**src/addressable_led_frame_sender_assert.svh**
```systemverilog
// Assertion macros shared by the LED frame sender modules.
// Included by the controller and the datapath; no other dependencies.
`ifndef ADDRESSABLE_LED_FRAME_SENDER_ASSERT_SVH
`define ADDRESSABLE_LED_FRAME_SENDER_ASSERT_SVH

`ifndef SYNTH
// A property that must hold at every clock edge outside reset.
`define ALFS_ASSERT(label, clk, rst_n, prop) \
    label: assert property (@(posedge clk) disable iff (!rst_n) prop) \
        else $error("LED frame sender assertion failed");
// A condition in one cycle that implies another in the following cycle.
`define ALFS_ASSERT_NEXT(label, clk, rst_n, ante, cons) \
    label: assert property (@(posedge clk) disable iff (!rst_n) (ante) |=> (cons)) \
        else $error("LED frame sender assertion failed");
`else
`define ALFS_ASSERT(label, clk, rst_n, prop)
`define ALFS_ASSERT_NEXT(label, clk, rst_n, ante, cons)
`endif

`endif

```
**src/alfs_pkg.sv**
```systemverilog
// Shared types and constants for the addressable LED frame sender.
// No dependencies; used by the controller, the datapath and the top level.
package alfs_pkg;

    // Store geometry and field widths.
    localparam int MAX_LEDS  = 128;
    localparam int IDX_W     = 7;
    localparam int COLOUR_W  = 24;
    localparam int CHAN_W    = 8;
    localparam int LED_CNT_W = 8;
    localparam int TICK_W    = 8;
    localparam int BITPOS_W  = 5;
    localparam int CFG_IDX_W = 3;

    // Configuration register indexes.
    localparam logic [CFG_IDX_W-1:0] REG_LED_COUNT  = 3'd0;
    localparam logic [CFG_IDX_W-1:0] REG_ZERO_HIGH  = 3'd1;
    localparam logic [CFG_IDX_W-1:0] REG_ZERO_LOW   = 3'd2;
    localparam logic [CFG_IDX_W-1:0] REG_ONE_HIGH   = 3'd3;
    localparam logic [CFG_IDX_W-1:0] REG_ONE_LOW    = 3'd4;

    // Register values after reset.
    localparam logic [LED_CNT_W-1:0] RST_LED_COUNT = 8'd110;
    localparam logic [TICK_W-1:0]    RST_ZERO_HIGH = 8'd40;
    localparam logic [TICK_W-1:0]    RST_ZERO_LOW  = 8'd85;
    localparam logic [TICK_W-1:0]    RST_ONE_HIGH  = 8'd80;
    localparam logic [TICK_W-1:0]    RST_ONE_LOW   = 8'd45;

    // Command carried by each input transaction.
    typedef enum logic [1:0] {
        KIND_SET_ONE = 2'd0,
        KIND_SET_ALL = 2'd1,
        KIND_START   = 2'd2,
        KIND_TICK    = 2'd3
    } t_kind;

    // Controller states.
    typedef enum logic [0:0] {
        ST_IDLE = 1'b0,
        ST_EXEC = 1'b1
    } t_state;

    // Commands from the controller to the datapath.
    typedef struct packed {
        logic capture;
        logic commit;
    } t_ctrl_cmd;

endpackage

```
**src/alfs_ram.sv**
```systemverilog
// Generic single-port-write, single-port-read RAM with registered read data.
// No dependencies.
module alfs_ram #(
    parameter int WIDTH = 24,
    parameter int DEPTH = 128
) (
    input  logic                                  i_clk,
    input  logic                                  i_we,
    input  logic [(DEPTH > 1 ? $clog2(DEPTH) : 1)-1:0] i_waddr,
    input  logic [WIDTH-1:0]                      i_wdata,
    input  logic                                  i_re,
    input  logic [(DEPTH > 1 ? $clog2(DEPTH) : 1)-1:0] i_raddr,
    output logic [WIDTH-1:0]                      o_rdata
);

    logic [WIDTH-1:0] r_mem [DEPTH];
    logic [WIDTH-1:0] r_rdata;

    // Write port.
    always_ff @(posedge i_clk) begin
        if (i_we) begin
            r_mem[i_waddr] <= i_wdata;
        end
    end

    // Registered read port; the data holds while no read is issued.
    always_ff @(posedge i_clk) begin
        if (i_re) begin
            r_rdata <= r_mem[i_raddr];
        end
    end

    assign o_rdata = r_rdata;

endmodule

```
**src/alfs_ctrl.sv**
```systemverilog
// Controller of the LED frame sender: handshakes and sequencing of each transaction.
// Depends on alfs_pkg and the assertion macro header.
`include "addressable_led_frame_sender_assert.svh"

module alfs_ctrl (
    input  logic                 i_clk,
    input  logic                 i_rst_n,
    input  logic                 i_s_tvalid,
    output logic                 o_s_tready,
    output logic                 o_m_tvalid,
    input  logic                 i_m_tready,
    output alfs_pkg::t_ctrl_cmd  o_cmd
);

    alfs_pkg::t_state r_state, n_state;
    logic             r_out_valid, n_out_valid;

    // State and output-valid registers.
    always_ff @(posedge i_clk) begin
        if (!i_rst_n) begin
            r_state     <= alfs_pkg::ST_IDLE;
            r_out_valid <= 1'b0;
        end else begin
            r_state     <= n_state;
            r_out_valid <= n_out_valid;
        end
    end

    // Next state and commands. An item is captured in idle, then committed
    // once the output register is free or being emptied.
    always_comb begin
        n_state       = r_state;
        o_s_tready    = 1'b0;
        o_cmd.capture = 1'b0;
        o_cmd.commit  = 1'b0;
        case (r_state)
            alfs_pkg::ST_IDLE: begin
                o_s_tready    = 1'b1;
                o_cmd.capture = i_s_tvalid;
                if (i_s_tvalid) begin
                    n_state = alfs_pkg::ST_EXEC;
                end
            end
            alfs_pkg::ST_EXEC: begin
                if (!r_out_valid || i_m_tready) begin
                    o_cmd.commit = 1'b1;
                    n_state      = alfs_pkg::ST_IDLE;
                end
            end
            default: begin
                n_state = alfs_pkg::ST_IDLE;
            end
        endcase

        if (o_cmd.commit) begin
            n_out_valid = 1'b1;
        end else if (i_m_tready) begin
            n_out_valid = 1'b0;
        end else begin
            n_out_valid = r_out_valid;
        end
    end

    assign o_m_tvalid = r_out_valid;

    `ALFS_ASSERT_NEXT(a_capture_to_exec, i_clk, i_rst_n, o_cmd.capture, r_state == alfs_pkg::ST_EXEC)
    `ALFS_ASSERT(a_commit_slot_free, i_clk, i_rst_n, o_cmd.commit |-> (!r_out_valid || i_m_tready))
    `ALFS_ASSERT(a_out_from_commit, i_clk, i_rst_n, $rose(r_out_valid) |-> $past(o_cmd.commit))

endmodule

```
**src/alfs_dp.sv**
```systemverilog
// Datapath of the LED frame sender: registers, colour store and bit timing.
// Depends on alfs_pkg, alfs_ram and the assertion macro header.
`include "addressable_led_frame_sender_assert.svh"

module alfs_dp (
    input  logic                                i_clk,
    input  logic                                i_rst_n,
    input  alfs_pkg::t_ctrl_cmd                 i_cmd,
    input  logic                                i_cfg_we,
    input  logic [alfs_pkg::CFG_IDX_W-1:0]      i_cfg_idx,
    input  logic [alfs_pkg::LED_CNT_W-1:0]      i_cfg_data,
    input  alfs_pkg::t_kind                     i_kind,
    input  logic [alfs_pkg::IDX_W-1:0]          i_led_index,
    input  logic [alfs_pkg::COLOUR_W-1:0]       i_colour,
    output logic                                o_line_level,
    output logic                                o_busy_res,
    output logic                                o_rejected
);

    localparam logic [alfs_pkg::BITPOS_W-1:0] BIT_LAST =
        alfs_pkg::BITPOS_W'(alfs_pkg::COLOUR_W - 1);
    localparam logic [alfs_pkg::LED_CNT_W-1:0] LEN_MAX =
        alfs_pkg::LED_CNT_W'(alfs_pkg::MAX_LEDS);

    // Configuration registers.
    logic [alfs_pkg::LED_CNT_W-1:0] r_led_count;
    logic [alfs_pkg::TICK_W-1:0]    r_zero_high, r_zero_low, r_one_high, r_one_low;

    // Captured item.
    alfs_pkg::t_kind                r_kind;
    logic [alfs_pkg::IDX_W-1:0]     r_index;
    logic [alfs_pkg::COLOUR_W-1:0]  r_colour;

    // Store bookkeeping: an entry without its valid bit reads as the fill colour.
    logic [alfs_pkg::MAX_LEDS-1:0]  r_valid, n_valid;
    logic [alfs_pkg::COLOUR_W-1:0]  r_fill_colour, n_fill_colour;
    logic                           r_rd_valid;

    // Frame state.
    logic                           r_sending, n_sending;
    logic [alfs_pkg::IDX_W-1:0]     r_led_ptr, n_led_ptr;
    logic [alfs_pkg::BITPOS_W-1:0]  r_bit_pos, n_bit_pos;
    logic [alfs_pkg::COLOUR_W-1:0]  r_shift, n_shift;
    logic                           r_in_high, n_in_high;
    logic [alfs_pkg::TICK_W-1:0]    r_timer, n_timer;

    // Result register.
    logic                           r_res_line, r_res_busy, r_res_rej;
    logic                           n_rej;

    logic [alfs_pkg::IDX_W-1:0]     w_rd_addr;
    logic [alfs_pkg::COLOUR_W-1:0]  w_ram_q, w_fetch;
    logic [alfs_pkg::LED_CNT_W-1:0] w_frame_len, w_ptr_next;
    logic [alfs_pkg::TICK_W-1:0]    w_timer_dec;
    logic                           w_ram_we;

    function automatic logic [alfs_pkg::TICK_W-1:0] f_min_one(
        input logic [alfs_pkg::TICK_W-1:0] v
    );
        f_min_one = (v == '0) ? alfs_pkg::TICK_W'(1) : v;
    endfunction

    // Configuration writes; unknown indexes are dropped.
    always_ff @(posedge i_clk) begin
        if (!i_rst_n) begin
            r_led_count <= alfs_pkg::RST_LED_COUNT;
            r_zero_high <= alfs_pkg::RST_ZERO_HIGH;
            r_zero_low  <= alfs_pkg::RST_ZERO_LOW;
            r_one_high  <= alfs_pkg::RST_ONE_HIGH;
            r_one_low   <= alfs_pkg::RST_ONE_LOW;
        end else if (i_cfg_we) begin
            case (i_cfg_idx)
                alfs_pkg::REG_LED_COUNT: r_led_count <= i_cfg_data;
                alfs_pkg::REG_ZERO_HIGH: r_zero_high <= i_cfg_data;
                alfs_pkg::REG_ZERO_LOW:  r_zero_low  <= i_cfg_data;
                alfs_pkg::REG_ONE_HIGH:  r_one_high  <= i_cfg_data;
                alfs_pkg::REG_ONE_LOW:   r_one_low   <= i_cfg_data;
                default: begin
                end
            endcase
        end
    end

    // The store read is issued on capture: entry 0 for a frame start,
    // otherwise the LED after the current one.
    assign w_rd_addr = (i_kind == alfs_pkg::KIND_START) ? '0
                                                        : r_led_ptr + alfs_pkg::IDX_W'(1);

    // Capture of the item and of the valid bit of the entry being read.
    always_ff @(posedge i_clk) begin
        if (i_cmd.capture) begin
            r_kind     <= i_kind;
            r_index    <= i_led_index;
            r_colour   <= i_colour;
            r_rd_valid <= r_valid[w_rd_addr];
        end
    end

    alfs_ram #(
        .WIDTH (alfs_pkg::COLOUR_W),
        .DEPTH (alfs_pkg::MAX_LEDS)
    ) u_store (
        .i_clk   (i_clk),
        .i_we    (w_ram_we),
        .i_waddr (r_index),
        .i_wdata (r_colour),
        .i_re    (i_cmd.capture),
        .i_raddr (w_rd_addr),
        .o_rdata (w_ram_q)
    );

    assign w_fetch     = r_rd_valid ? w_ram_q : r_fill_colour;
    assign w_frame_len = (r_led_count > LEN_MAX) ? LEN_MAX : r_led_count;
    assign w_ptr_next  = alfs_pkg::LED_CNT_W'(r_led_ptr) + alfs_pkg::LED_CNT_W'(1);
    assign w_timer_dec = r_timer - alfs_pkg::TICK_W'(1);

    // Execution of the captured item.
    always_comb begin
        n_valid       = r_valid;
        n_fill_colour = r_fill_colour;
        n_sending     = r_sending;
        n_led_ptr     = r_led_ptr;
        n_bit_pos     = r_bit_pos;
        n_shift       = r_shift;
        n_in_high     = r_in_high;
        n_timer       = r_timer;
        n_rej         = 1'b0;
        case (r_kind)
            alfs_pkg::KIND_SET_ONE: begin
                n_rej = r_sending || (alfs_pkg::LED_CNT_W'(r_index) >= w_frame_len);
                if (!n_rej) begin
                    n_valid[r_index] = 1'b1;
                end
            end
            alfs_pkg::KIND_SET_ALL: begin
                n_rej = r_sending;
                if (!r_sending) begin
                    n_valid       = '0;
                    n_fill_colour = r_colour;
                end
            end
            alfs_pkg::KIND_START: begin
                if (!r_sending && w_frame_len != '0) begin
                    n_sending = 1'b1;
                    n_led_ptr = '0;
                    n_bit_pos = '0;
                    n_shift   = w_fetch;
                    n_in_high = 1'b1;
                    n_timer   = f_min_one(w_fetch[alfs_pkg::COLOUR_W-1] ? r_one_high
                                                                        : r_zero_high);
                end
            end
            alfs_pkg::KIND_TICK: begin
                if (r_sending) begin
                    if (w_timer_dec != '0) begin
                        n_timer = w_timer_dec;
                    end else if (r_in_high) begin
                        // High phase over: low phase of the same bit.
                        n_in_high = 1'b0;
                        n_timer   = f_min_one(r_shift[alfs_pkg::COLOUR_W-1] ? r_one_low
                                                                          : r_zero_low);
                    end else if (r_bit_pos < BIT_LAST) begin
                        // Next bit of the same LED.
                        n_bit_pos = r_bit_pos + alfs_pkg::BITPOS_W'(1);
                        n_shift   = {r_shift[alfs_pkg::COLOUR_W-2:0], 1'b0};
                        n_in_high = 1'b1;
                        n_timer   = f_min_one(r_shift[alfs_pkg::COLOUR_W-2] ? r_one_high
                                                                          : r_zero_high);
                    end else if (w_ptr_next >= w_frame_len || w_ptr_next >= LEN_MAX) begin
                        // Last LED done: the frame ends and the line stays low.
                        n_sending = 1'b0;
                        n_in_high = 1'b0;
                        n_timer   = '0;
                        n_bit_pos = '0;
                        n_led_ptr = w_ptr_next[alfs_pkg::IDX_W-1:0];
                    end else begin
                        // First bit of the next LED.
                        n_bit_pos = '0;
                        n_led_ptr = w_ptr_next[alfs_pkg::IDX_W-1:0];
                        n_shift   = w_fetch;
                        n_in_high = 1'b1;
                        n_timer   = f_min_one(w_fetch[alfs_pkg::COLOUR_W-1] ? r_one_high
                                                                          : r_zero_high);
                    end
                end
            end
            default: begin
            end
        endcase
    end

    assign w_ram_we = i_cmd.commit && (r_kind == alfs_pkg::KIND_SET_ONE) && !n_rej;

    // Frame and store state registers, updated on commit.
    always_ff @(posedge i_clk) begin
        if (!i_rst_n) begin
            r_valid       <= '0;
            r_fill_colour <= '0;
            r_sending     <= 1'b0;
            r_led_ptr     <= '0;
            r_bit_pos     <= '0;
            r_shift       <= '0;
            r_in_high     <= 1'b0;
            r_timer       <= '0;
            r_res_line    <= 1'b0;
            r_res_busy    <= 1'b0;
            r_res_rej     <= 1'b0;
        end else if (i_cmd.commit) begin
            r_valid       <= n_valid;
            r_fill_colour <= n_fill_colour;
            r_sending     <= n_sending;
            r_led_ptr     <= n_led_ptr;
            r_bit_pos     <= n_bit_pos;
            r_shift       <= n_shift;
            r_in_high     <= n_in_high;
            r_timer       <= n_timer;
            r_res_line    <= n_sending && n_in_high;
            r_res_busy    <= n_sending;
            r_res_rej     <= n_rej;
        end
    end

    assign o_line_level = r_res_line;
    assign o_busy_res   = r_res_busy;
    assign o_rejected   = r_res_rej;

    `ALFS_ASSERT(a_line_needs_busy, i_clk, i_rst_n, r_res_line |-> r_res_busy)
    `ALFS_ASSERT(a_timer_running, i_clk, i_rst_n, r_sending |-> (r_timer != '0))
    `ALFS_ASSERT_NEXT(a_busy_set_all_dropped, i_clk, i_rst_n, i_cmd.commit && r_sending && (r_kind == alfs_pkg::KIND_SET_ALL), $stable(r_fill_colour))

endmodule

```
**src/addressable_led_frame_sender.sv**
```systemverilog
// Top level of the addressable LED frame sender (single-wire RGB strip driver).
// Depends on alfs_pkg, alfs_ctrl, alfs_dp and alfs_ram.
//
// Each input transaction carries one command: set one LED, set all LEDs, start
// a frame, or advance the data line by one tick; each produces exactly one
// result transaction with the line level, the busy flag and a rejected flag.
// The colour store read is issued in the cycle the command is accepted, and its
// registered data is used when the command executes and loads the output
// register. A new command is accepted while the previous result still waits in
// the output register; execution then waits until that register is taken. Set
// all LEDs completes in one command through per-entry valid bits and a fill
// colour, so there is no clearing pass after reset. The user must write the
// configuration registers only while idle; the block does not enforce it.
module addressable_led_frame_sender (
    input  logic        i_clk,
    input  logic        i_rst_n,
    // Input stream.
    input  logic        s_tvalid,
    output logic        s_tready,
    input  logic [31:0] s_tdata,   // led_index[6:0], red[14:7], green[22:15], blue[30:23], 0
    input  logic [1:0]  s_tuser,   // kind[1:0]
    // Result stream.
    output logic        m_tvalid,
    input  logic        m_tready,
    output logic [7:0]  m_tdata,   // line_level[0], busy_res[1], rejected[2], zeros above
    // Configuration write port.
    input  logic        i_cfg_we,
    input  logic [2:0]  i_cfg_idx,
    input  logic [7:0]  i_cfg_data
);

    alfs_pkg::t_ctrl_cmd               w_cmd;
    logic [alfs_pkg::IDX_W-1:0]        w_led_index;
    logic [alfs_pkg::CHAN_W-1:0]       w_red, w_green, w_blue;
    logic                              w_line, w_busy, w_rej;

    // Unpack the input payload.
    assign w_led_index = s_tdata[6:0];
    assign w_red       = s_tdata[14:7];
    assign w_green     = s_tdata[22:15];
    assign w_blue      = s_tdata[30:23];

    alfs_ctrl u_ctrl (
        .i_clk      (i_clk),
        .i_rst_n    (i_rst_n),
        .i_s_tvalid (s_tvalid),
        .o_s_tready (s_tready),
        .o_m_tvalid (m_tvalid),
        .i_m_tready (m_tready),
        .o_cmd      (w_cmd)
    );

    alfs_dp u_dp (
        .i_clk        (i_clk),
        .i_rst_n      (i_rst_n),
        .i_cmd        (w_cmd),
        .i_cfg_we     (i_cfg_we),
        .i_cfg_idx    (i_cfg_idx),
        .i_cfg_data   (i_cfg_data),
        .i_kind       (alfs_pkg::t_kind'(s_tuser)),
        .i_led_index  (w_led_index),
        .i_colour     ({w_green, w_red, w_blue}),
        .o_line_level (w_line),
        .o_busy_res   (w_busy),
        .o_rejected   (w_rej)
    );

    // Pack the result payload.
    assign m_tdata = {5'b0, w_rej, w_busy, w_line};

endmodule
```
**config.mk**
```make
export PLATFORM = sky130hd
export DESIGN_NAME = addressable_led_frame_sender
export DESIGN_NICKNAME = d
export VERILOG_FILES = /design/src/alfs_pkg.sv /design/src/alfs_ram.sv /design/src/alfs_ctrl.sv /design/src/alfs_dp.sv /design/src/addressable_led_frame_sender.sv
export VERILOG_INCLUDE_DIRS = /design/src /design/src/src
export SDC_FILE = /design/constraint.sdc
export NUM_CORES = 2
export LEC_CHECK = 0
export ABC_AREA = 1
export BUFFER_PORTS_ARGS = -buffer_cell sky130_fd_sc_hd__buf_4
export CORE_UTILIZATION = 35
export CTS_CLUSTER_DIAMETER = 80
export DETAILED_ROUTE_END_ITERATION = 16
export GPL_ROUTABILITY_DRIVEN = 0
export PLACE_DENSITY = 0.52
export SLEW_MARGIN = 40
export SYNTH_ARGS = -nofsm -noshare
export SYNTH_HDL_FRONTEND = slang
export SYNTH_SLANG_ARGS = --single-unit
```
**constraint.sdc**
```tcl
create_clock -name i_clk -period 4.9 [get_ports i_clk]
set_input_delay 1.225 -clock i_clk [delete_from_list [all_inputs] [get_ports i_clk]]
set_output_delay 1.225 -clock i_clk [all_outputs]
set_load 0.01 [all_outputs]
```
After elaboration in Yosys (flattened, before gate mapping)
Memory sizes are Yosys's and may differ from the RTL's. A register that Yosys moved wholly into a read port is not among the register bits.
Index checks and enable logic that the tools add are counted.
W data, S select, Z words.
Word-level totals
  register bits: 276
  bits in writable memories: 3072
  input port bits: 50
  word-level logic and storage cells: 151
  memories: 1
Cells by class
  add/sub/neg operators: 4
  order comparisons: 8
  eq/ne operators: 16
  multiplexer cells: 66
  bitwise gates (word level): 3
  reductions and logical operators: 32
Memories
  u_dp.u_store.r_mem: depth 128, bits a word 24, rd ports 1, clocked after Yosys merged registers in 1, wr ports 1, RTL line alfs_ram.sv:16  | logic [WIDTH-1:0] r_mem [DEPTH];
Operators by type and width (count)
  $mux W128: 2
  $pmux W128 S2: 1
  $mux W24: 7
  $or A128 B128 Y128: 1
  $mux W8: 13
  $pmux W24 S2: 1
  $mux W7: 6
  $mux W5: 5
  $logic_not A8 Y1: 3
  $mux W1: 22
  $lt A7 B8 Y1 const B: 2
  $pmux W8 S2: 1
  $reduce_bool A8 Y1: 2
  $pmux W7 S2: 1
  $reduce_and A7 Y1: 2
  $ne A2 B2 Y1 const B: 5
  $pmux W5 S2: 1
  $reduce_and A2 Y1: 5
  $add A7 B1 Y8 const B: 1
  $ge A7 B8 Y1: 1
  $ge A8 B8 Y1: 1
  $ge A8 B8 Y1 const B: 1
  $gt A8 B8 Y1 const B: 1
  $pmux W1 S2: 4
  24 further kinds: 40

Depth between registers and ports, before layout
  depth in word-level cells: 11
  gate-level depth with buffers: 24
  depth with buffers taken out: 23

By module
Synthesis repeated with hierarchy kept, for this count alone.
Unflattened totals
  cell total of the unflattened synthesis: 12093
  area, all modules: 138168.8 µm²
By module, submodules not included
  alfs_ram: times used 1, cells each 10092, area each 124289.2 µm², sequential area each 92969.2 µm²
  alfs_dp: times used 1, cells each 1980, area each 13724.4 µm², sequential area each 5825.6 µm²
  alfs_ctrl: times used 1, cells each 12, area each 91.3 µm², sequential area each 40.0 µm²
  addressable_led_frame_sender: times used 1, cells each 9, area each 63.8 µm², sequential area each 0.0 µm²

Worst setup path after synthesis
OpenSTA, ideal clock, no wires.
  path kind: input port to flip-flop
  start: in m_tready
  end: mem u_dp.u_store.r_mem[40][0] (enable)
  arrival: 3.798 ns
  path slack: 0.667 ns
  stages on the path: 8
  cell sequence: inv_1 > nand2_1 > nand2_1 > inv_2 > nand3_4 > nor2_2 > nand2_4 > nor3_1
On the way
  word-level cells in the longest chain between the ends: 7
Ends and longest elaborated chain
  start, declared: RTL line addressable_led_frame_sender.sv:24  | input logic m_tready,
  $logic_or A1 B1 Y1: RTL line alfs_ctrl.sv:45  | if (!r_out_valid || i_m_tready) begin
  $mux W1: RTL line alfs_ctrl.sv:45
  $mux W1: RTL line alfs_ctrl.sv:36  | case (r_state)
  $logic_and A1 B1 Y1 (2 in series): RTL line alfs_dp.sv:192  | assign w_ram_we = i_cmd.commit && (r_kind == alfs_pkg::KIND_SET_ONE) && !n_rej;
  $mux W1: RTL line alfs_ram.sv:21  | if (i_we) begin
  $mux W1 (implied by the code): RTL line alfs_ram.sv:22  | r_mem[i_waddr] <= i_wdata;
  end, declared: RTL line alfs_ram.sv:16
No other way between the ends.

Worst setup path in the final report
  start: reg u_dp.r_index[0] (netlist name)
  end: mem u_dp.u_store.r_mem[30][7] (enable)
On the way
  word-level cells in the longest chain between the ends: 7
Ends and longest elaborated chain
  start, declared: RTL line alfs_dp.sv:31  | logic [alfs_pkg::IDX_W-1:0] r_index;
  start signal, assigned: RTL line alfs_dp.sv:93  | r_index <= i_led_index;
  $ge A7 B8 Y1: RTL line alfs_dp.sv:130  | n_rej = r_sending || (alfs_pkg::LED_CNT_W'(r_index) >= w_frame_len);
  $logic_or A1 B1 Y1: RTL line alfs_dp.sv:130
  $pmux W1 S2: RTL line alfs_dp.sv:128  | case (r_kind)
  $logic_not A1 Y1: RTL line alfs_dp.sv:192
  $logic_and A1 B1 Y1: RTL line alfs_dp.sv:192
  $mux W1: RTL line alfs_ram.sv:21
  $mux W1 (implied by the code): RTL line alfs_ram.sv:22
Parallel ways exist; a longest one is shown, timed or not.

==> results.md <==
* Outcome: finished clean
* CP Max Fanout at 24
* Number of global-route vias before repair at 89300
* Root buf cell: clkbuf_16
* Wire length per cell at 25.1 µm
* Asr flop ratio synth at 0
* Antenna violations before repair at 18
* Post-Layout Cell Count at 17000
* CP Launch Type: flop
* Slew margin rel. at 0.365
* Crit path cell chain: inv_1 > ha_1 > inv_1 > a21oi_1 > nor2_1 > o21ai_1 > nand3_2 > nand3_4 > nand3_4 > nor2_2 > nand2_1 > nor3_2 > buf_4
* Max Transition Viols Final at 0
* First-pass GRT wire length at 617000 µm
* Synthesis-stage register bit count at 3372
* Sum Neg Setup Slack at 0 ns
* Mapped Area at 136000 µm²
* Core Area at 386000 µm²
* Total GRT Usage at 0.213
* EDFF count, synth at 3130
* Vias/cell at 5.50
* Total Die Area at 390000 µm²
* Crit end category: flop
* Post-CTS setup buffer count at 0
* Worst-margin pin slew at 0.952 ns
* Worst Path Required at 5.47 ns
* DRT iter0 DRCs at 10800
* Clock Path Buffers at 4
* H-tree level count at 5
* CP peak stage delay at 0.60 ns
* Leak Pwr at 52.5 nW
* Initial core utilization at 0.352
* Filler cells at 35900
* Hold Path Class: flop to flop
* Clock transition at the registers of the reported paths at 0.06 ns
* Top FF cell, synth: edfxtp_1
* Unique masters post-synth at 44
* Clock latency on the worst-skew pair at 0.97 ns
* Largest net degree at the start of global routing at 163
* Remaining Overflow, GRT at 0
* Num CTS Buffers at 365
* Vias at 93300
* CP Data Arrival Time at 4.81 ns
* Multi-input gate area at 33400 µm²
* Achievable Freq at 236 MHz
* Worst vdd ir at 0.000290 V
* Dpl cells at 16300
* Post-cts sizing count at 0
* First-pass DRT Iterations at 8
* DRC at 0
* Sequential cell area at 98800 µm²
* RSZ-0062 raised after global routing: no
* Slowest cell on crit path: edfxtp_1
* Hold Buf Count CTS at 0
* Endpoints failing setup at 0
* Die Width at 625 µm
* Fin crit share at 0.865
* TritonCTS clock tree: done
* Seq/Total Area, Yosys at 0.729
* Die Span Y at 625 µm
* DPL Wire Length at 231000 µm
* Maxcap violations at 0
* Post-Route Skew at 0.0571 ns
* IO Pins at 60
* Share of layout cells above drive strength 1 at 0.104
* Gate Count Post-Synth at 11400
* Synth Warn # at 0
* DRT antenna net count at 0
* Endpoints failing hold at 0
* Layout Nets at 11500
* Post-Route WL at 426000 µm
* Min Tclk post-route at 4.24 ns
* Placement Rows at 228
* CP Class: flop to flop
* Input/output buffers at 53
* Clock Sinks at 3372
* Area growth from synthesis to final layout at 15.6%
* Cell Pwr Density at 398 nW/µm²
* Mean Syn Cell Area at 11.9 µm²
[critical path, delay by kind of cell (launching register included)]
family | cells | cell delay (ns)
AO/OA/AOI/OAI | 2 | 0.27
adder cells (fa/ha/maj) | 1 | 0.22
buffers and inverters | 3 | 0.97
flip-flops | 1 | 0.60
AND/OR/NAND/NOR | 7 | 1.75
[cell families (layout without fill, tap and decap cells)]
logic type	count (synthesis)	count (layout)	synth area share
buf+inv	994	1354	0.0302
flops	3372	3372	0.729
simple gates	5847	5847	0.188
xor+xnor	5	5	0.000323
other cells	1	13	0.0000276
fa+ha+maj	17	17	0.00157
compound gates	1172	1172	0.0513
[state kept, by name, indices dropped and copies added, names as in the netlist, 2 cells and up]
signal	flops
u_dp.r_zero_high	8
u_dp.u_store.o_rdata	24
u_dp.u_store.r_mem	3072
u_dp.r_index	7
u_dp.r_colour	24
u_dp.r_valid	128
u_dp.r_timer	8
u_dp.r_fill_colour	24
u_dp.r_zero_low	8
u_dp.r_led_ptr	7
u_dp.r_shift	24
u_dp.r_led_count	8
u_dp.r_bit_pos	5
u_dp.r_one_high	8
u_dp.r_one_low	8
u_dp.r_kind	2
[power by group]
group	total, mW	internal, mW	leakage [nW]	switching [mW]
logic	3.42	0.870	16.6	2.55
clock network	27.3	15.8	5.75	11.5
registers	31.7	31.6	30.1	0.0664
[area by class of cell]
class | instances | share of cell area
Inverter | 150 | 0.00386
Sequential cell | 3372 | 0.630
Multi-Input combinational cell | 7046 | 0.213
Clock buffer | 462 | 0.0626
Timing Repair Buffer | 533 | 0.0361
Clock inverter | 209 | 0.0124
Tap cell | 5175 | 0.0413
Antenna cell | 8 | 0.000128
[synth_stat cells (2+ instances only)]
master,count,area share
a21oi_1,223,0.0082
a31oi_1,2,0.000092
buf_1,87,0.0024
buf_2,246,0.0091
buf_4,13,0.00072
buf_6,2,0.00017
clkbuf_1,496,0.014
clkinv_1,10,0.00028
dfxtp_1,242,0.036
edfxtp_1,3130,0.69
ha_1,17,0.0016
inv_1,130,0.0036
inv_2,10,0.00028
nand2_1,2773,0.077
nand2_2,3,0.00014
nand2_4,2,0.00017
nand3_1,2450,0.090
nand3_4,2,0.00026
nand4_1,85,0.0039
nor2_1,405,0.011
nor2_2,10,0.00046
nor2_4,2,0.00017
nor3_1,107,0.0039
o211ai_1,27,0.0015
o21ai_0,109,0.0040
o21ai_1,5,0.00018
o22ai_1,800,0.037
xor2_1,4,0.00026
[worst paths after layout]
path                    start                        end  slack [ns]  cells after the start
min          u_dp.r_valid[79]           u_dp.r_valid[79]        0.46                      2
max reg2reg   u_dp.r_index[0]  u_dp.u_store.r_mem[30][7]        0.66                     13
max           u_dp.r_index[0]  u_dp.u_store.r_mem[30][7]        0.66                     13
min reg2reg  u_dp.r_valid[79]           u_dp.r_valid[79]        0.46                      2
[metrics by stage]
stage	util	hold WS [ns]	setup slack (ns)	instance area, µm²	power (mW)
3_3_place_gp	0.375	0.436	0.387	145000	35.6
3_5_place_dp	0.375	0.447	0.379	145000	35.6
2_1_floorplan	-	0.424	0.667	136000	34.3
5_1_grt	0.406	0.425	0.409	157000	64.0
4_1_cts	0.406	0.387	0.674	156000	62.7
6_report	0.406	0.455	0.663	157000	62.3
[per-layer routing]
layer,GRT usage,share of wire,vias up
li1,-,-,41800
met1,0.298,0.42,46800
met2,0.339,0.46,3964
met3,0.0287,0.080,745
met4,0.0738,0.035,0
met5,0,0,-
[cells in the final DEF (no fill, tap or decap), drive strengths merged, types with 152 or more instances in the layout]
cell type,Yosys,final
dfxtp,242,242
nand2,2778,2778
nor2,418,418
o22ai,800,800
edfxtp,3130,3130
clkbuf,496,462
inv,140,152
buf,348,533
a21oi,223,223
clkinv,10,169
nand3,2453,2453
Note: power is estimated with default switching activity, not from simulation.
